<file path="src/hdl/ps2h_pkg.sv">
// Shared types and constants for the PS/2 host byte transfer block.
package ps2h_pkg;

  localparam int unsigned TICK_W = 10;
  localparam int unsigned CFG_IDX_W = 2;

  localparam logic [1:0] OP_WRITE = 2'd1;
  localparam logic [1:0] OP_READ  = 2'd2;

  localparam logic [CFG_IDX_W-1:0] CFG_INHIBIT    = 2'd0;
  localparam logic [CFG_IDX_W-1:0] CFG_REQ_SETUP  = 2'd1;
  localparam logic [CFG_IDX_W-1:0] CFG_STOP_HOLD  = 2'd2;
  localparam logic [CFG_IDX_W-1:0] CFG_RX_RELEASE = 2'd3;

  localparam logic [TICK_W-1:0] INHIBIT_RESET    = 10'd255;
  localparam logic [TICK_W-1:0] REQ_SETUP_RESET  = 10'd10;
  localparam logic [TICK_W-1:0] STOP_HOLD_RESET  = 10'd50;
  localparam logic [TICK_W-1:0] RX_RELEASE_RESET = 10'd50;
  localparam logic [TICK_W-1:0] READ_GAP_TICKS   = 10'd5;

  typedef enum logic [4:0] {
    PH_IDLE,
    PH_W_REL, PH_W_INH, PH_W_REQ, PH_W_DEV,
    PH_W_BIT_HI, PH_W_BIT_LO, PH_W_PAR_HI, PH_W_PAR_LO,
    PH_W_STOP, PH_W_ACK, PH_W_END,
    PH_R_REL, PH_R_WAIT_LO, PH_R_GAP, PH_R_START_HI,
    PH_R_BIT_LO, PH_R_BIT_HI, PH_R_PAR_LO, PH_R_PAR_HI,
    PH_R_STP_LO, PH_R_STP_HI
  } phase_t;

  typedef struct packed {
    logic [TICK_W-1:0] inhibit_ticks;
    logic [TICK_W-1:0] request_setup_ticks;
    logic [TICK_W-1:0] stop_hold_ticks;
    logic [TICK_W-1:0] rx_release_ticks;
  } cfg_t;

  typedef struct packed {
    logic [1:0] operation;
    logic [7:0] tx_byte;
    logic       clock_level;
    logic       data_level;
  } item_t;

  typedef struct packed {
    logic       clock_drive_low;
    logic       data_drive_low;
    logic       busy_res;
    logic       done_res;
    logic       rx_valid;
    logic [7:0] rx_byte;
  } result_t;

endpackage

</file>
<file path="src/hdl/ps2h_if.sv">
// Handshake channel interfaces for tick input, result output and configuration.
interface ps2h_req_if;
  logic       valid;
  logic       ready;
  logic [1:0] operation;
  logic [7:0] tx_byte;
  logic       clock_level;
  logic       data_level;

  modport source (output valid, operation, tx_byte, clock_level, data_level, input ready);
  modport sink (input valid, operation, tx_byte, clock_level, data_level, output ready);
endinterface

interface ps2h_rsp_if;
  logic       valid;
  logic       ready;
  logic       clock_drive_low;
  logic       data_drive_low;
  logic       busy_res;
  logic       done_res;
  logic       rx_valid;
  logic [7:0] rx_byte;

  modport source (output valid, clock_drive_low, data_drive_low, busy_res, done_res,
                  rx_valid, rx_byte, input ready);
  modport sink (input valid, clock_drive_low, data_drive_low, busy_res, done_res,
                rx_valid, rx_byte, output ready);
endinterface

interface ps2h_cfg_if;
  logic                             valid;
  logic                             ready;
  logic [ps2h_pkg::CFG_IDX_W-1:0]   index;
  logic [ps2h_pkg::TICK_W-1:0]      data;

  modport source (output valid, index, data, input ready);
  modport sink (input valid, index, data, output ready);
endinterface

</file>
<file path="src/hdl/ps2h_cfg_regs.sv">
// Configuration register file holding the four wait lengths.
module ps2h_cfg_regs (
  input  logic          clk,
  input  logic          rst,
  ps2h_cfg_if.sink      cfg,
  output ps2h_pkg::cfg_t cfg_q
);
  import ps2h_pkg::*;

  cfg_t regs;

  assign cfg.ready = 1'b1;
  assign cfg_q     = regs;

  always_ff @(posedge clk) begin
    if (rst) begin
      regs.inhibit_ticks       <= INHIBIT_RESET;
      regs.request_setup_ticks <= REQ_SETUP_RESET;
      regs.stop_hold_ticks     <= STOP_HOLD_RESET;
      regs.rx_release_ticks    <= RX_RELEASE_RESET;
    end else if (cfg.valid) begin
      case (cfg.index)
        CFG_INHIBIT:    regs.inhibit_ticks       <= cfg.data;
        CFG_REQ_SETUP:  regs.request_setup_ticks <= cfg.data;
        CFG_STOP_HOLD:  regs.stop_hold_ticks     <= cfg.data;
        CFG_RX_RELEASE: regs.rx_release_ticks    <= cfg.data;
        default: ;
      endcase
    end
  end

endmodule

</file>
<file path="src/hdl/ps2h_engine.sv">
// Phase machine: state registers and the next-state logic for one tick.
module ps2h_engine (
  input  logic              clk,
  input  logic              rst,
  input  logic              step,
  input  ps2h_pkg::cfg_t    cfg_q,
  input  ps2h_pkg::item_t   item,
  output ps2h_pkg::result_t res
);
  import ps2h_pkg::*;

  phase_t            phase, phase_next;
  logic [3:0]        bit_count, bit_count_next;
  logic [7:0]        shift_reg, shift_reg_next;
  logic              parity_acc, parity_acc_next;
  logic [TICK_W-1:0] wait_timer, wait_timer_next;
  logic              clock_hold, clock_hold_next;
  logic              data_hold, data_hold_next;
  logic              expired;
  logic [3:0]        bit_inc;
  logic              done, rxv;

  always_ff @(posedge clk) begin
    if (rst) begin
      phase      <= PH_IDLE;
      bit_count  <= 4'd0;
      shift_reg  <= 8'd0;
      parity_acc <= 1'b1;
      wait_timer <= '0;
      clock_hold <= 1'b0;
      data_hold  <= 1'b0;
    end else if (step) begin
      phase      <= phase_next;
      bit_count  <= bit_count_next;
      shift_reg  <= shift_reg_next;
      parity_acc <= parity_acc_next;
      wait_timer <= wait_timer_next;
      clock_hold <= clock_hold_next;
      data_hold  <= data_hold_next;
    end
  end

  // A wait of zero or one ends now; otherwise count down.
  assign expired = (wait_timer <= TICK_W'(1));
  assign bit_inc = bit_count + 4'd1;

  always_comb begin
    phase_next      = phase;
    bit_count_next  = bit_count;
    shift_reg_next  = shift_reg;
    parity_acc_next = parity_acc;
    wait_timer_next = wait_timer;
    clock_hold_next = clock_hold;
    data_hold_next  = data_hold;
    done            = 1'b0;
    rxv             = 1'b0;

    case (phase)
      PH_IDLE: begin
        if (item.operation == OP_WRITE) begin
          shift_reg_next  = item.tx_byte;
          parity_acc_next = 1'b1;
          bit_count_next  = 4'd0;
          clock_hold_next = 1'b0;
          data_hold_next  = 1'b0;
          wait_timer_next = cfg_q.inhibit_ticks;
          phase_next      = PH_W_REL;
        end else if (item.operation == OP_READ) begin
          shift_reg_next  = 8'd0;
          bit_count_next  = 4'd0;
          clock_hold_next = 1'b0;
          data_hold_next  = 1'b0;
          wait_timer_next = cfg_q.rx_release_ticks;
          phase_next      = PH_R_REL;
        end
      end
      PH_W_REL: begin
        if (expired) begin
          clock_hold_next = 1'b1;
          wait_timer_next = cfg_q.inhibit_ticks;
          phase_next      = PH_W_INH;
        end else begin
          wait_timer_next = wait_timer - TICK_W'(1);
        end
      end
      PH_W_INH: begin
        if (expired) begin
          data_hold_next  = 1'b1;
          wait_timer_next = cfg_q.request_setup_ticks;
          phase_next      = PH_W_REQ;
        end else begin
          wait_timer_next = wait_timer - TICK_W'(1);
        end
      end
      PH_W_REQ: begin
        if (expired) begin
          clock_hold_next = 1'b0;
          phase_next      = PH_W_DEV;
        end else begin
          wait_timer_next = wait_timer - TICK_W'(1);
        end
      end
      PH_W_DEV: begin
        if (!item.clock_level) begin
          data_hold_next = ~shift_reg[0];
          phase_next     = PH_W_BIT_HI;
        end
      end
      PH_W_BIT_HI: begin
        if (item.clock_level) phase_next = PH_W_BIT_LO;
      end
      PH_W_BIT_LO: begin
        if (!item.clock_level) begin
          parity_acc_next = parity_acc ^ shift_reg[0];
          shift_reg_next  = {1'b0, shift_reg[7:1]};
          bit_count_next  = bit_inc;
          if (bit_inc >= 4'd8) begin
            data_hold_next = ~(parity_acc ^ shift_reg[0]);
            phase_next     = PH_W_PAR_HI;
          end else begin
            data_hold_next = ~shift_reg[1];
            phase_next     = PH_W_BIT_HI;
          end
        end
      end
      PH_W_PAR_HI: begin
        if (item.clock_level) phase_next = PH_W_PAR_LO;
      end
      PH_W_PAR_LO: begin
        if (!item.clock_level) begin
          data_hold_next  = 1'b0;
          wait_timer_next = cfg_q.stop_hold_ticks;
          phase_next      = PH_W_STOP;
        end
      end
      PH_W_STOP: begin
        if (expired) phase_next = PH_W_ACK;
        else wait_timer_next = wait_timer - TICK_W'(1);
      end
      PH_W_ACK: begin
        if (!item.clock_level) phase_next = PH_W_END;
      end
      PH_W_END: begin
        if (item.clock_level && item.data_level) begin
          clock_hold_next = 1'b1;
          done            = 1'b1;
          phase_next      = PH_IDLE;
        end
      end
      PH_R_REL: begin
        if (expired) phase_next = PH_R_WAIT_LO;
        else wait_timer_next = wait_timer - TICK_W'(1);
      end
      PH_R_WAIT_LO: begin
        if (!item.clock_level) begin
          wait_timer_next = READ_GAP_TICKS;
          phase_next      = PH_R_GAP;
        end
      end
      PH_R_GAP: begin
        if (expired) phase_next = PH_R_START_HI;
        else wait_timer_next = wait_timer - TICK_W'(1);
      end
      PH_R_START_HI: begin
        if (item.clock_level) phase_next = PH_R_BIT_LO;
      end
      PH_R_BIT_LO: begin
        if (!item.clock_level) begin
          if (item.data_level) shift_reg_next[bit_count[2:0]] = 1'b1;
          phase_next = PH_R_BIT_HI;
        end
      end
      PH_R_BIT_HI: begin
        if (item.clock_level) begin
          bit_count_next = bit_inc;
          phase_next     = (bit_inc >= 4'd8) ? PH_R_PAR_LO : PH_R_BIT_LO;
        end
      end
      PH_R_PAR_LO: begin
        if (!item.clock_level) phase_next = PH_R_PAR_HI;
      end
      PH_R_PAR_HI: begin
        if (item.clock_level) phase_next = PH_R_STP_LO;
      end
      PH_R_STP_LO: begin
        if (!item.clock_level) phase_next = PH_R_STP_HI;
      end
      PH_R_STP_HI: begin
        if (item.clock_level) begin
          clock_hold_next = 1'b1;
          done            = 1'b1;
          rxv             = 1'b1;
          phase_next      = PH_IDLE;
        end
      end
      default: begin
        phase_next = PH_IDLE;
      end
    endcase
  end

  always_comb begin
    res.clock_drive_low = clock_hold_next;
    res.data_drive_low  = data_hold_next;
    res.busy_res        = (phase_next != PH_IDLE);
    res.done_res        = done;
    res.rx_valid        = rxv;
    res.rx_byte         = rxv ? shift_reg : 8'd0;
  end

endmodule

</file>
<file path="src/hdl/ps2_host_byte_transfer.sv">
// PS/2 host byte transfer block: input register, phase machine and result register.
//
// Each word on req is one timebase tick carrying the sampled clock and data
// line levels; its operation field may start a byte write or a byte read when
// the block is idle. For every accepted tick exactly one word comes out on
// rsp with the line drives, busy, done and, at the end of a read, the byte.
// A word accepted on req first loads the input register; when it advances, the
// phase machine updates and the result register loads in the same cycle.
// Throughput is one tick per cycle while rsp is not stalled, set by the
// combinational next-state logic between the two registers.
// When rsp is stalled the result register holds its word and the input
// register still takes one more tick; req.ready drops only when both are full.
// The cfg channel is always ready and writes one wait-length register per word.
// Reset empties both registers and returns the machine to idle with both lines
// released and the wait lengths at their defaults.
module ps2_host_byte_transfer (
  input  logic     clk,
  input  logic     rst,
  ps2h_req_if.sink  req,
  ps2h_rsp_if.source rsp,
  ps2h_cfg_if.sink  cfg
);
  import ps2h_pkg::*;

  cfg_t    cfg_q;
  logic    s1_valid;
  item_t   s1_item;
  logic    advance;
  result_t step_res;
  logic    out_valid;
  result_t out_res;

  ps2h_cfg_regs u_cfg (
    .clk   (clk),
    .rst   (rst),
    .cfg   (cfg),
    .cfg_q (cfg_q)
  );

  assign advance   = s1_valid && (!out_valid || rsp.ready);
  assign req.ready = !s1_valid || advance;

  always_ff @(posedge clk) begin
    if (rst) begin
      s1_valid <= 1'b0;
    end else if (req.ready) begin
      s1_valid <= req.valid;
    end
  end

  always_ff @(posedge clk) begin
    if (req.valid && req.ready) begin
      s1_item.operation   <= req.operation;
      s1_item.tx_byte     <= req.tx_byte;
      s1_item.clock_level <= req.clock_level;
      s1_item.data_level  <= req.data_level;
    end
  end

  ps2h_engine u_engine (
    .clk   (clk),
    .rst   (rst),
    .step  (advance),
    .cfg_q (cfg_q),
    .item  (s1_item),
    .res   (step_res)
  );

  always_ff @(posedge clk) begin
    if (rst) begin
      out_valid <= 1'b0;
    end else if (advance) begin
      out_valid <= 1'b1;
    end else if (rsp.ready) begin
      out_valid <= 1'b0;
    end
  end

  always_ff @(posedge clk) begin
    if (advance) out_res <= step_res;
  end

  assign rsp.valid           = out_valid;
  assign rsp.clock_drive_low = out_res.clock_drive_low;
  assign rsp.data_drive_low  = out_res.data_drive_low;
  assign rsp.busy_res        = out_res.busy_res;
  assign rsp.done_res        = out_res.done_res;
  assign rsp.rx_valid        = out_res.rx_valid;
  assign rsp.rx_byte         = out_res.rx_byte;

`ifndef ASSERT_OFF
  a_done_not_busy: assert property (@(posedge clk) disable iff (rst)
    out_valid && out_res.done_res |-> !out_res.busy_res)
    else $error("done word reports busy");

  a_rx_needs_done: assert property (@(posedge clk) disable iff (rst)
    out_valid && out_res.rx_valid |-> out_res.done_res)
    else $error("received byte without done");

  a_rx_byte_zero: assert property (@(posedge clk) disable iff (rst)
    out_valid && !out_res.rx_valid |-> out_res.rx_byte == 8'd0)
    else $error("byte field set outside a read end");

  a_tick_kept: assert property (@(posedge clk) disable iff (rst)
    s1_valid && !advance |=> s1_valid)
    else $error("pending tick dropped while result stalled");
`endif

endmodule
</file>
<file path="src/flat_wrapper.sv">
// flat-port wrapper written by rule: the top's interface ports become plain ports
module ps2_host_byte_transfer_flat import ps2h_pkg::*;
  (clk, rst, req_valid, req_operation, req_tx_byte, req_clock_level, req_data_level, req_ready, rsp_valid, rsp_clock_drive_low, rsp_data_drive_low, rsp_busy_res, rsp_done_res, rsp_rx_valid, rsp_rx_byte, rsp_ready, cfg_valid, cfg_index, cfg_data, cfg_ready);
  ps2h_req_if req_i ();
  ps2h_rsp_if rsp_i ();
  ps2h_cfg_if cfg_i ();
  input  logic clk;
  input  logic rst;
  input wire logic [$bits(req_i.valid)-1:0] req_valid;
  input wire logic [$bits(req_i.operation)-1:0] req_operation;
  input wire logic [$bits(req_i.tx_byte)-1:0] req_tx_byte;
  input wire logic [$bits(req_i.clock_level)-1:0] req_clock_level;
  input wire logic [$bits(req_i.data_level)-1:0] req_data_level;
  output wire logic [$bits(req_i.ready)-1:0] req_ready;
  output wire logic [$bits(rsp_i.valid)-1:0] rsp_valid;
  output wire logic [$bits(rsp_i.clock_drive_low)-1:0] rsp_clock_drive_low;
  output wire logic [$bits(rsp_i.data_drive_low)-1:0] rsp_data_drive_low;
  output wire logic [$bits(rsp_i.busy_res)-1:0] rsp_busy_res;
  output wire logic [$bits(rsp_i.done_res)-1:0] rsp_done_res;
  output wire logic [$bits(rsp_i.rx_valid)-1:0] rsp_rx_valid;
  output wire logic [$bits(rsp_i.rx_byte)-1:0] rsp_rx_byte;
  input wire logic [$bits(rsp_i.ready)-1:0] rsp_ready;
  input wire logic [$bits(cfg_i.valid)-1:0] cfg_valid;
  input wire logic [$bits(cfg_i.index)-1:0] cfg_index;
  input wire logic [$bits(cfg_i.data)-1:0] cfg_data;
  output wire logic [$bits(cfg_i.ready)-1:0] cfg_ready;
  assign req_i.valid = req_valid;
  assign req_i.operation = req_operation;
  assign req_i.tx_byte = req_tx_byte;
  assign req_i.clock_level = req_clock_level;
  assign req_i.data_level = req_data_level;
  assign req_ready = req_i.ready;
  assign rsp_valid = rsp_i.valid;
  assign rsp_clock_drive_low = rsp_i.clock_drive_low;
  assign rsp_data_drive_low = rsp_i.data_drive_low;
  assign rsp_busy_res = rsp_i.busy_res;
  assign rsp_done_res = rsp_i.done_res;
  assign rsp_rx_valid = rsp_i.rx_valid;
  assign rsp_rx_byte = rsp_i.rx_byte;
  assign rsp_i.ready = rsp_ready;
  assign cfg_i.valid = cfg_valid;
  assign cfg_i.index = cfg_index;
  assign cfg_i.data = cfg_data;
  assign cfg_ready = cfg_i.ready;
  ps2_host_byte_transfer u_core (.clk(clk), .rst(rst), .req(req_i), .rsp(rsp_i), .cfg(cfg_i));
endmodule
</file>
<file path="config.mk">
export PLATFORM = sky130hd
export DESIGN_NAME = ps2_host_byte_transfer_flat
export DESIGN_NICKNAME = d
export VERILOG_FILES = /design/src/hdl/ps2h_pkg.sv /design/src/hdl/ps2h_if.sv /design/src/hdl/ps2h_cfg_regs.sv /design/src/hdl/ps2h_engine.sv /design/src/hdl/ps2_host_byte_transfer.sv /design/src/flat_wrapper.sv
export SDC_FILE = /design/constraint.sdc
export NUM_CORES = 1
export LEC_CHECK = 0
export BUFFER_PORTS_ARGS = -buffer_cell sky130_fd_sc_hd__clkbuf_2
export CAP_MARGIN = 25
export CORE_ASPECT_RATIO = 0.7
export CORE_MARGIN = 2
export CORE_UTILIZATION = 30
export DETAILED_ROUTE_END_ITERATION = 6
export PLACE_DENSITY_LB_ADDON = 0.08
export SLEW_MARGIN = 20
export SYNTH_ARGS = -nofsm -noshare
export SYNTH_HDL_FRONTEND = slang
export SYNTH_SLANG_ARGS = --single-unit
</file>
<file path="constraint.sdc">
create_clock -name clk -period 3.3 [get_ports clk]
set_input_delay 0.165 -clock clk [delete_from_list [all_inputs] [get_ports clk]]
set_output_delay 0.165 -clock clk [all_outputs]
set_load 0.02 [all_outputs]
</file>
## Word level (Yosys, flattened, before mapping)

Index checks and enable logic that the tools add are counted.

| storage, ports and cells | value |
|---|---|
| flip-flop bits (word level) | 97 |
| RAM bits | 0 |
| bits in latches | 0 |
| input bits | 29 |
| logic and storage cells | 165 |
| output and inout bits | 16 |
| memory bits (read-only) | 0 |
| memories kept | 0 |

| cells by class | value |
|---|---|
| reduce and logical (&&, ||, !) cells | 25 |
| bitwise logic cells | 5 |
| shifts and indexed selects | 0 |
| $add $sub $neg | 2 |
| equal/unequal tests | 35 |
| order comparisons | 4 |
| mux-type cells | 71 |
| div/mod/pow operators | 0 |
| multipliers | 0 |

Operators by type and width:

| kind | count |
|---|---|
| $mux W5 | 23 |
| $pmux W5 S22 | 1 |
| $mux W10 | 7 |
| $pmux W10 S6 | 1 |
| $eq A5 B4 Y1 const B | 8 |
| $mux W8 | 5 |
| $eq A5 B5 Y1 const B | 6 |
| $pmux W8 S3 | 1 |
| $mux W1 | 21 |
| $eq A5 B3 Y1 const B | 4 |
| $mux W4 | 4 |
| $ne A2 B2 Y1 const B | 6 |
| $pmux W4 S3 | 1 |
| $reduce_and A6 Y1 | 2 |
| $eq A5 B2 Y1 const B | 2 |
| $le A10 B1 Y1 const B | 1 |
| $pmux W1 S5 | 2 |
| $sub A10 B1 Y10 const B | 1 |
| $or A8 B8 Y8 | 1 |
| $reduce_and A2 Y1 | 4 |
| $eq A2 B2 Y1 const B | 3 |
| $reduce_bool A3 Y1 | 2 |
| $reduce_bool A6 Y1 | 1 |
| $eq A5 B1 Y1 const B | 1 |
| other kinds (22) | 34 |

## Logic depth before layout (Yosys ltp)

Gate-level depths: netlist of the first run.

| depth | value |
|---|---|
| depth in word-level cells | 8 |
| mapped depth | 9 |
| mapped depth without buffers | 8 |

## Modules after synthesis

From an unflattened synthesis of the first run, not the netlist that was laid out.

| unflattened totals | value |
|---|---|
| cells, all modules | 613 |
| area, all modules | 5614.1 um^2 |

By module, submodules not included:

| module | cells an instance | times used | area an instance (um^2) | sequential area each (um^2) |
|---|---|---|---|---|
| ps2h_engine | 424 | 1 | 3150.5 | 600.6 |
| ps2h_cfg_regs | 154 | 1 | 1609.0 | 800.8 |
| ps2_host_byte_transfer | 35 | 1 | 854.6 | 790.8 |

## Worst setup path after synthesis of the first run

OpenSTA, ideal clock, no wires.

| path | value |
|---|---|
| path kind | register -> register |
| start point | reg u_core.u_engine.wait_timer[4] |
| end point | reg u_core.out_res (netlist bit u_core.rsp.busy_res) (data pin) |
| setup slack | 0.955 ns |
| setup time | 0.265 ns |
| arrival time | 2.079 ns |
| path buffers | 0 |
| cell stages (with the launch flop) | 6 |
| required time | 3.035 ns |
| clock period less this slack | 2.345 ns |
| path through | dfxtp_1 > or4_4 > nor4_2 > a21oi_1 > or3_1 > or3_1 |

RTL lines:

| item | line | RTL |
|---|---|---|
| start, declared | ps2h_engine.sv:16 | `logic [TICK_W-1:0] wait_timer, wait_timer_next;` |
| start signal, assigned | ps2h_engine.sv:37 | `wait_timer <= wait_timer_next;` |
| end signal, assigned | ps2_host_byte_transfer.sv:80 | `if (advance) out_res <= step_res;` |
| end, declared | ps2_host_byte_transfer.sv:31 | `result_t out_res;` |

## Final worst setup path of the first run

| path | value |
|---|---|
| start point | reg u_core.u_engine.wait_timer[4] |
| end point | reg u_core.u_engine.wait_timer[6] |

| on the way | value |
|---|---|
| word-level cells in the longest chain between the ends | 3 |
| elaborated cells between the ends (all ways) | 8 |
| classes of those cells | 1 x add/sub; 1 x order compare; 1 x eq/ne; 4 x mux; 1 x reduce/logical |

RTL lines:

| item |
|---|
| $sub A10 B1 Y10 / $le A10 B1 Y1 (equally long branches) |
| $mux W10, or another cell as far along |
| $pmux W10 S6 / $reduce_and A6 Y1 (equally long branches) |

Several ways; a longest one is shown, not always the timed one. The select of a mux whose other input is x is not followed.
A chain may end at the register's enable or synchronous reset.

==> metrics.md, run 1 <==
| Metric | Value |
|---|---|
| Cell Pwr Density | `about 510 nW/um^2` |
| Combinational fraction of design power | `about 20%` |
| CP max FO | `9` |
| Num CTS Buffers | `9` |
| Top Ports | `45` |
| Reg clk slew, reported paths | `roughly 70 ps` |
| Multiplexer share of the synthesized area | `5.09%` |
| Ys Warns | `0` |
| Clk buf depth | `2` |
| Largest register FFs | `40` |
| Setup TNS | `0 ps` |
| Worst skew pair latency | `360 ps` |
| Post-CTS Resized | `0` |
| Main combinational cell family by area after synthesis | `simple AND/OR/NAND/NOR gates` |
| Hold slack | `25.7 ps` |
| Synth Cell Area | `5140 um^2` |
| Hold Fails Final Rpt | `0` |
| Worst path max stage delay | `a little over 600 ps` |
| Slew Viols, Final | `0` |
| Relative slew slack | `36.4%` |
| Ratio of cells with drive above 1 in the final layout | `about 13%` |
| Row cnt | `39` |
| RSZ-0062 raised after global routing | `false` |
| Placeable Area | `between 15000 and 20000 um^2` |
| Synthesized area per cell | `8.76 um^2` |
| Simple-gate area share of the yosys netlist | `23.2%` |
| Worst EP required | `3570 ps` |
| # hold bufs at CTS | `12` |
| Residual DRC | `0` |
| CTS tree | `built` |
| Vias in the first global route | `4277` |
| IR drop worst, VDD | `around 230 uV` |
| Via Count | `4500` |
| Non-Filler Instances | `about 850` |
| NetSw | `0.926 mW` |
| Ant. Diodes | `0` |
| Post-DR vias/cell | `~5.3` |
| Final Skew | `9.19 ps` |
| Status | `finished clean` |
| Die ar. | `~18000 um^2` |
| Starting Density | `31.1%` |
| Setup Viol. Count Final | `0` |
| Root Buffer | `clkbuf_16` |
| Clock sinks | `97` |
| Post-Synthesis Cells | `around 590` |
| Nets@finish | `between 600 and 700` |
| CP arrival | `between 2000 and 3000 ps` |
| Area overhead of the layout relative to synthesis | `16.5%` |
| EDFF count, synth | `25` |
| PortBufs | `43` |
| Hold Crit Class | `in -> reg` |
| Worst Tran Pin Value | `~950 ps` |
| Slowest cell on the critical path | `nor4_2` |
| Synth Area in Adders | `under 10%` |
| Sequential power share | `roughly 44%` |
| Post-synthesis register bit count | `97` |
| Inst Count DP | `around 830` |
| Internal power | `around 2.1 mW` |
| Die width | `between 150 and 200 um` |
| H-tree Lvls | `3` |
| Crit-path leading delay family | `simple AND/OR/NAND/NOR gates` |
| DR WL/cell | `17.5 um` |
| Max Fclk | `367 MHz` |
| Setup CP Type | `reg -> reg` |
| Iteration-0 DRC Markers | `423` |
| Routability cong. | `0.908` |
| Sequential area share after synthesis | `between 40% and 50%` |
| Synth async-reset ratio | `0%` |
| Dpl hpwl | `between 10 and 15 mm` |
| FILL cells | `1695` |
| Post-route ant nets | `0` |
| Synthesized net count | `approximately 620` |
| Die height | `approximately 110 um` |
| Netlist cell types | `between 60 and 70` |
| R2r setup slk | `580 ps` |
| Switching fraction of total power | `a little over 30%` |
| Multi-input gate area | `roughly 2700 um^2` |
| Setup crit start | `u_core.u_engine.wait_timer[4]$_SDFFE_PP0P_` |
| Crit. End Element | `flip-flop` |
| Largest net degree at the start of global routing | `50` |
| Drt first pass iters | `5` |
| Tmin final | `2720 ps` |
| Post-Synth XOR/XNOR Area | `1.70%` |
| Leakage | `between 2 and 2.5 nW` |
| FF-to-FF Start | `u_core.u_engine.wait_timer[4]$_SDFFE_PP0P_` |
| Crit share post-route | `82.6%` |
| Clock share of power | `about 36%` |
| Congestion Overflow GR | `0` |
| Cell chain of the critical path | `or4_4 -> nor4_2 -> buf_4 -> nand2_1 -> and3_1 -> mux2i_1 -> a211oi_1` |
| First-pass GRT wire length | `24.1 mm` |
| Final WL | `between 10 and 15 mm` |
| Most frequent cells in the layout | `72 x nand2_1, 72 x dfxtp_1, 58 x nor2_1` |
| Tot GR Track Use | `16.9%` |
| Initial antenna violation count | `0` |
| Complex-gate fraction of the synthesized area | `a little over a fifth` |
| CP Launch Type | `flip-flop` |
| Register area | `2190 um^2` |
| Hold Startpoint | `req_valid` |
| Max cap viols | `0` |
| Ys flop type | `dfxtp_1` |
| Post-CTS setup buffer count | `0` |
| CP Buf/Inv Count | `1` |
worst paths after layout:
check / end / cells after the start
worst max register to register: u_core.u_engine.wait_timer[6]$_SDFFE_PP0P_ / 7
worst min register to register: u_core.u_cfg.cfg_q[6]$_SDFFE_PP0P_ / 2
worst max-delay path: u_core.u_engine.wait_timer[6]$_SDFFE_PP0P_ / 7
worst min-delay path: u_core.s1_valid$_SDFFE_PP0N_ / 3
per-layer routing:
layer	global-route usage, %	share of wire [%]	vias to the layer above
li1	-	-	2209
met5	0	0	-
met4	5.59	1.7	0
met1	26.6	54	2144
met2	22.5	40	128
met3	3.56	4.6	19
cells in the mapped netlist, types with 3 or more instances:
library cell	number	area, um^2
and3_1	5	31.3
o211ai_1	3	22.5
xor2_1	7	61.3
inv_1	14	52.6
edfxtp_1	25	751
a211oi_1	12	90.1
buf_1	4	15.0
nor2b_1	15	93.8
nor3b_1	5	37.5
xnor2_1	3	26.3
nand3_1	14	70.1
a22oi_1	10	75.1
a22o_1	8	70.1
dfxtp_1	72	1440
a221oi_1	3	26.3
o221ai_1	4	35.0
a31oi_1	4	25.0
or3_1	8	50.1
a21boi_0	3	22.5
nand2b_1	11	68.8
nor3_1	8	40.0
nor4_1	4	25.0
nand2_1	72	270
mux2i_1	25	250
nor2_1	58	218
a222oi_1	13	130
and2_1	14	87.6
a2bb2oi_1	10	87.6
clkbuf_1	34	128
nand3b_1	11	82.6
ha_1	5	62.6
o21ai_0	14	70.1
a21oi_1	39	195
buf_2	4	20.0
o32ai_1	3	26.3
a211o_1	11	96.3
cells by family after synthesis:
family | after synthesis
simple gates | 238
compound gates | 152
flops | 97
buf+inv | 58
mux | 26
xor+xnor | 10
fa+ha+maj | 5
other cells | 1
through the flow:
step | util [%] | setup WS (ps) | power [mW] | instance area [um^2]
after global placement | 33.6 | 644 | 1.96 | 5570
after detailed placement | 33.6 | 611 | 1.96 | 5570
after global routing | 36.2 | 324 | 3.20 | 5990
after floorplan | - | 955 | 1.78 | 5140
after CTS | 36.2 | 607 | 3.07 | 5990
final | 36.2 | 575 | 3.04 | 5990
area by class of cell:
type	count	share of cell area, %
multi-input combinational	432	45.4
tap	225	4.70
sequential	97	36.6
clock buffer	10	3.82
timing repair buffer	69	7.35
inverter	14	0.878
clock inverter	6	1.23
worst reg2reg max path, stage by stage (launching register included):
cell	delay (ps)
dfxtp_1	350
or4_4	570
nor4_2	620
buf_4	290
nand2_1	80
and3_1	320
mux2i_1	170
a211oi_1	230
power groups by stage:
stage                     clock network [mW]  logic, mW  registers [mW]
final                                   1.09      0.615            1.34
after CTS                               1.13      0.612            1.33
after detailed placement                   0      0.598            1.36
after global routing                    1.18      0.679            1.34
after floorplan                            0      0.441            1.34
after global placement                     0      0.597            1.36
No activity file was read; power rests on OpenSTA's default activity.
==> run 2, diff against run 1 <==
clock period = 2.3 ns   (was 3.3 ns; I/O delays follow)
==> metrics.md, run 2 (synthesis results as in run 1) <==
| Metric | Value |
|---|---|
| Status | `complete, but fails checks` |
| Failing checks | `negative setup slack` |
| Crit share post-route | `103% (+21 points)` |
| Via Count | `4721 (+4.9%)` |
| Grt met3 use | `3.27% (-0.29 points)` |
| Tmin final | `2380 ps (-345 ps)` |
| First-pass GRT wire length | `24.8 mm (+3.2%)` |
| CP Launch Type | `flip-flop` |
| CTS tree | `built` |
| PortBufs | `43 (unchanged)` |
| Most frequent cells in the layout | `72 x nand2_1, 68 x dfxtp_1, 57 x nor2_1` |
| Ant. Diodes | `0 (unchanged)` |
| Drt first pass iters | `5 (unchanged)` |
| Fin worst setup slack | `-80.0 ps (-655 ps)` |
| Leakage | `2.55 nW (+11%)` |
| DP Area | `5960 um^2 (+7.1%)` |
| Worst Tran Pin Value | `766 ps (-188 ps)` |
| Inst Count DP | `866 (+5.0%)` |
| CP arrival | `2590 ps (-400 ps)` |
| Tot Pwr | `4.50 mW (+48%)` |
| Final WL | `15.7 mm (+5.4%)` |
| Largest net degree at the start of global routing | `32 (-36%)` |
| Post-DR vias/cell | `5.25 (-0.46%)` |
| Top Ports | `45 (unchanged)` |
| Slew Viols, Final | `0 (unchanged)` |
| Design Area, Final | `6470 um^2 (+8.0%)` |
| Setup CP Type | `reg -> reg` |
| Setup Viol. Count Final | `6 (+6)` |
| Pre-CTS setup slack | `-92.2 ps (-703 ps)` |
| Reg clk slew, reported paths | `70 ps (about the same)` |
| Non-Filler Instances | `899 (+5.4%)` |
| Largest register FFs | `40 (unchanged)` |
| Die height | `114 um (unchanged)` |
| Crit. End Element | `flip-flop` |
| Hold Crit Class | `in -> reg` |
| DR WL/cell | `17.5 um (about the same)` |
| Worst skew pair latency | `360 ps (about the same)` |
| Row cnt | `39 (unchanged)` |
| Clk buf depth | `2 (unchanged)` |
| Placeable Area | `16500 um^2 (unchanged)` |
| Dpl hpwl | `11.6 mm (+7.5%)` |
| Initial antenna violation count | `0 (unchanged)` |
| Num CTS Buffers | `9 (unchanged)` |
| Vias in the first global route | `4392 (+2.7%)` |
| GR Util met2 | `22.8% (+0.32 points)` |
| Die width | `160 um (unchanged)` |
| Relative slew slack | `48.9% (+13 points)` |
| IR drop worst, VDD | `388 uV (+67%)` |
| Area overhead of the layout relative to synthesis | `25.9%` |
| Layer with the highest usage | `met1` |
| Die ar. | `18200 um^2 (unchanged)` |
| Cell Pwr Density | `696 nW/um^2 (+37%)` |
| Multi-input gate area | `2770 um^2 (+1.9%)` |
| Post-route ant nets | `0 (unchanged)` |
| Final Skew | `8.04 ps (-1.15 ps)` |
| Ratio of cells with drive above 1 in the final layout | `21.1% (+7.7 points)` |
| Congestion Overflow GR | `0 (unchanged)` |
| Met1 usage | `28.7% (+2.1 points)` |
| Register area | `2200 um^2 (+0.23%)` |
| Nets@finish | `703 (+7.0%)` |
| CP max FO | `4 (-5)` |
| RSZ-0062 raised after global routing | `true` |
| H-tree Lvls | `3 (unchanged)` |
| Hold Fails Final Rpt | `0 (unchanged)` |
| Hold Crit Depth | `2 (-1)` |
| Max cap viols | `0 (unchanged)` |
| Clock sinks | `97 (unchanged)` |
| Routability cong. | `0.832 (-8.4%)` |
| Root Buffer | `clkbuf_16` |
| Starting Density | `31.1% (unchanged)` |
| Max Fclk | `420 MHz (+14%)` |
| Residual DRC | `0 (unchanged)` |
| Most common cell after layout, fill and taps aside | `nand2_1` |
| FILL cells | `1696 (+0.059%)` |
| Reg2Reg Depth | `9 (+2)` |
| Iteration-0 DRC Markers | `368 (-13%)` |
| Tot GR Track Use | `17.5% (+0.56 points)` |
| Worst EP required | `2510 ps (-1060 ps)` |
==> run 2: cell count changes in the layout (fill, tap and decap cells not counted), moves of 4 or more <==
cell and change:
dfxtp_1 -4, buf_12 +7, dfxtp_2 +4, buf_4 +36
==> run 2: routing by layer <==
metal  wire length (um)  part of all wire [%]
met5                  0                     0
met4                141                  0.90
met3                859                   5.5
met2               6060                    39
met1               8640                    55
==> run 2: through the flow <==
stage	hold slack [ps]	setup TNS, ps	utilization (%)
2_1_floorplan	214	-23.2	-
3_5_place_dp	294	-472	36.0
5_1_grt	29.2	-885	39.1
3_3_place_gp	291	-97.0	36.0
4_1_cts	9.18	-61.2	38.7
6_report	19.2	-205	39.1
==> run 2: worst max-delay path, cell delays in order, from the launching register on <==
cell      delay (ps)
dfxtp_2          320
or4_4            560
buf_6            140
or4_4            450
a31oi_4          200
buf_4            150
buf_6            100
nor3_1            50
o211ai_1         190
a21oi_1           80
==> run 2: path summary, 6_finish.rpt <==
kind	from	end	slack, ps
max	u_core.u_engine.wait_timer[7]$_SDFFE_PP0P_	u_core.u_engine.wait_timer[1]$_SDFFE_PP0P_	-80
min	cfg_data[1]	u_core.u_cfg.cfg_q[31]$_SDFFE_PP1P_	20
max reg2reg	u_core.u_engine.wait_timer[7]$_SDFFE_PP0P_	u_core.u_engine.wait_timer[1]$_SDFFE_PP0P_	-80
min reg2reg	u_core.u_cfg.cfg_q[6]$_SDFFE_PP0P_	u_core.u_cfg.cfg_q[6]$_SDFFE_PP0P_	460
==> run 2: area by class of cell <==
type | instances | share of cell area (%)
multi-input cells | 432 | 42.8
inverters | 14 | 0.812
flip-flops and latches | 97 | 34.0
clock inverters | 7 | 0.928
repair buffers | 115 | 13.7
well taps | 225 | 4.35
clock buffers | 9 | 3.48
==> run 2: what timing repair did <==
action | 4_1_cts | 5_1_grt
setup buffers | 1 | 3
pin swaps | 13 | 7
gates resized for setup | 3 | 13
hold endpoints to repair | 13 | 0
setup endpoints to repair | 9 | 23
gates cloned | 0 | 0
hold buffers | 13 | 0
==> run 2: power breakdown <==
group / internal [mW] / total (mW) / switching (mW)
registers: 1.83 / 1.89 / 0.0597
clock network: 0.756 / 1.48 / 0.728
logic: 0.510 / 1.13 / 0.617
total: 3.10 / 4.50 / 1.40
==> run 3, diff against run 2 <==
ABC_AREA = 1   (was not set)
CTS_BUF_LIST = sky130_fd_sc_hd__clkbuf_16   (was not set)
==> metrics.md, run 3 <==
| Metric | Value |
|---|---|
| PortBufs | `43 (unchanged)` |
| Synthesized area per cell | `6.96 um^2 (-21%)` |
| Ratio of cells with drive above 1 in the final layout | `15.3% (-5.8 points)` |
| Non-Filler Instances | `1081 (+20%)` |
| Root Buffer | `clkbuf_16` |
| Post-synthesis register bit count | `97 (unchanged)` |
| Netlist cell types | `34 (-46%)` |
| Synth Cell Area | `5440 um^2 (+5.8%)` |
| Dpl hpwl | `14.3 mm (+24%)` |
| Area overhead of the layout relative to synthesis | `17.9%` |
| RSZ-0062 raised after global routing | `false` |
| Drt first pass iters | `5 (unchanged)` |
| Inst Count DP | `1052 (+21%)` |
| Combinational fraction of design power | `23.9% (-1.1 points)` |
| Ys flop type | `dfxtp_1` |
| Max cap viols | `0 (unchanged)` |
| H-tree Lvls | `3 (unchanged)` |
| Reg clk slew, reported paths | `80 ps (about the same)` |
| Sequential area share after synthesis | `40.3% (-2.3 points)` |
| Worst EP required | `2400 ps (-110 ps)` |
| Final Skew | `12.0 ps (+3.97 ps)` |
| Post-DR vias/cell | `4.98 (-5.2%)` |
| CP arrival | `2140 ps (-450 ps)` |
| Most numerous cell in the Yosys netlist | `nand2_1` |
| Clock sinks | `97 (unchanged)` |
| CP Launch Type | `flip-flop` |
| Hold Crit Class | `in -> reg` |
| Leakage | `2.83 nW (+11%)` |
| Cell Pwr Density | `699 nW/um^2 (+0.46%)` |
| Crit. End Element | `flip-flop` |
| Largest net degree at the start of global routing | `50 (+56%)` |
| Via Count | `5380 (+14%)` |
| Synth top cells by count | `194 x nand2_1, 100 x nor2_1, 72 x dfxtp_1` |
| Max Fclk | `491 MHz (+17%)` |
| CTS tree | `built` |
| Clock share of power | `33.3% (+0.3 points)` |
| Ranking of synthesized cells by area | `dfxtp_1 27%, edfxtp_1 14%, nand2_1 13%, nor2_1 6.9%, nand3_1 6.3%` |
| Starting Density | `30.4% (-0.71 points)` |
| First-pass GRT wire length | `28.6 mm (+15%)` |
| Top Ports | `45 (unchanged)` |
| Setup CP Type | `reg -> reg` |
| Initial antenna violation count | `0 (unchanged)` |
| Tot GR Track Use | `20.2% (+2.7 points)` |
| Slew Viols, Final | `0 (unchanged)` |
| Sequential power share | `42.8% (+0.8 points)` |
| Congestion Overflow GR | `0 (unchanged)` |
| Placeable Area | `17900 um^2 (+8.2%)` |
| Tmin final | `2040 ps (-342 ps)` |
| Die ar. | `19200 um^2 (+5.6%)` |
| Status | `finished clean` |
| Post-Synthesis Cells | `781 (+33%)` |
| Worst skew pair latency | `360 ps (about the same)` |
| Num CTS Buffers | `9 (unchanged)` |
| DR WL/cell | `17.2 um (-1.2%)` |
| Residual DRC | `0 (unchanged)` |
| Switching fraction of total power | `34.4% (+3.2 points)` |
| Die height | `117 um (+2.7%)` |
| Synth async-reset ratio | `0% (unchanged)` |
| Setup TNS | `0 ps (+205 ps)` |
| Relative slew slack | `64.9% (+16 points)` |
| Clk buf depth | `2 (unchanged)` |
| Hold Fails Final Rpt | `0 (unchanged)` |
| EDFF count, synth | `25 (unchanged)` |
| Setup Viol. Count Final | `0 (-6)` |
| Yosys top cell area share | `26.5% (-1.5 points)` |
| Post-CTS setup buffer count | `0 (-1)` |
| Internal power | `2.94 mW (-5.2%)` |
| Largest register FFs | `40 (unchanged)` |
| Crit share post-route | `88.6% (-15 points)` |
| Post-synth top area cell | `dfxtp_1` |
| NetSw | `1.54 mW (+9.8%)` |
| Worst Tran Pin Value | `526 ps (-240 ps)` |
| Synthesized net count | `815 (+31%)` |
| Iteration-0 DRC Markers | `570 (+55%)` |
| Most common cell after layout, fill and taps aside | `nand2_1` |
| IR drop worst, VDD | `298 uV (-23%)` |
| Most frequent cells in the layout | `192 x nand2_1, 99 x nor2_1, 71 x dfxtp_1` |
| Row cnt | `41 (+5.1%)` |
| Die width | `165 um (+2.8%)` |
| Vias in the first global route | `4771 (+8.6%)` |
| Tot Pwr | `4.48 mW (-0.51%)` |
| Post-route ant nets | `0 (unchanged)` |
| Final WL | `18.6 mm (+19%)` |
| Nets@finish | `874 (+24%)` |
| CP max FO | `5 (+1)` |
| Ant. Diodes | `0 (unchanged)` |
| Ys Warns | `0 (unchanged)` |
| Routability cong. | `0.947 (+14%)` |
run 3: worst max-delay path: stages, from the launching register on:
cell and delay [ps]:
dfxtp_1 450, inv_2 100, nand2_2 170, inv_1 140
nand3_1 160, nand2_1 140, nand3b_1 180, nand2_1 140
nand3_1 90, nor2_1 130, nand3_1 90
run 3: worst paths after layout:
check                                  endpoint  slack, ps                                  start  depth (start not counted)
max               u_core.rsp.busy_res$_DFFE_PP_        260  u_core.u_engine.phase[3]$_SDFFE_PP0P_                         10
min          u_core.u_cfg.cfg_q[5]$_SDFFE_PP1P_         30                            cfg_data[5]                          3
max reg2reg       u_core.rsp.busy_res$_DFFE_PP_        260  u_core.u_engine.phase[3]$_SDFFE_PP0P_                         10
min reg2reg  u_core.u_cfg.cfg_q[9]$_SDFFE_PP0P_        460     u_core.u_cfg.cfg_q[9]$_SDFFE_PP0P_                          2
run 3: kinds of logic (layout without fill, tap and decap cells):
logic type	count (synthesis)	count (layout)	share of synthesized area (%)
and+or+nand+nor	424	424	35.2
DFF	97	97	40.3
adders and majority gates	5	5	1.15
other	1	1	0.0690
buffers and inverters	107	171	8.01
AOI/OAI and AO/OA	137	137	13.6
xor gates and xnor gates	10	10	1.61
run 3: metal layers:
| layer | up-vias | GRT usage (%) | part of all wire [%] |
|---|---|---|---|
| met1 | 2475 | 34.9 | 56 |
| met4 | 0 | 4.12 | 0.88 |
| li1 | 2684 | - | - |
| met3 | 11 | 4.76 | 8.2 |
| met2 | 210 | 23.3 | 35 |
| met5 | - | 0 | 0 |
run 3: timing repair:
item,4_1_cts,5_1_grt
hold endpoints to repair,13,0
resized for setup,0,6
hold buffers,13,0
endpoints found under the setup margin,0,11
run 3: area by class of cell:
type | instances | area [um^2]
Fill cell | 1917 | 11500
Multi-Input combinational cell | 577 | 2830
Sequential cell | 97 | 2190
Timing Repair Buffer | 76 | 508
Inverter | 79 | 297
Tap cell | 236 | 295
Clock buffer | 9 | 225
Clock inverter | 7 | 58.8
run 3: power groups by stage:
stage | Clock, mW | Combinational [mW] | Sequential, mW
after global placement | 0 | 1.02 | 1.95
after detailed placement | 0 | 1.02 | 1.95
after global routing | 1.61 | 1.19 | 1.93
after floorplan | 0 | 0.692 | 1.94
final | 1.49 | 1.07 | 1.92
after CTS | 1.55 | 1.04 | 1.91
run 3: per-stage QoR:
stage	util (%)	hold WS (ps)	cell area (um^2)	worst slack (ps)
CTS	35.7	19.2	6390	44.9
detailed placement	33.4	294	5970	50.1
global placement	33.4	293	5970	74.8
finish	35.8	26.7	6410	262
floorplan	-	214	5440	534
global route	35.8	39.5	6410	57.5
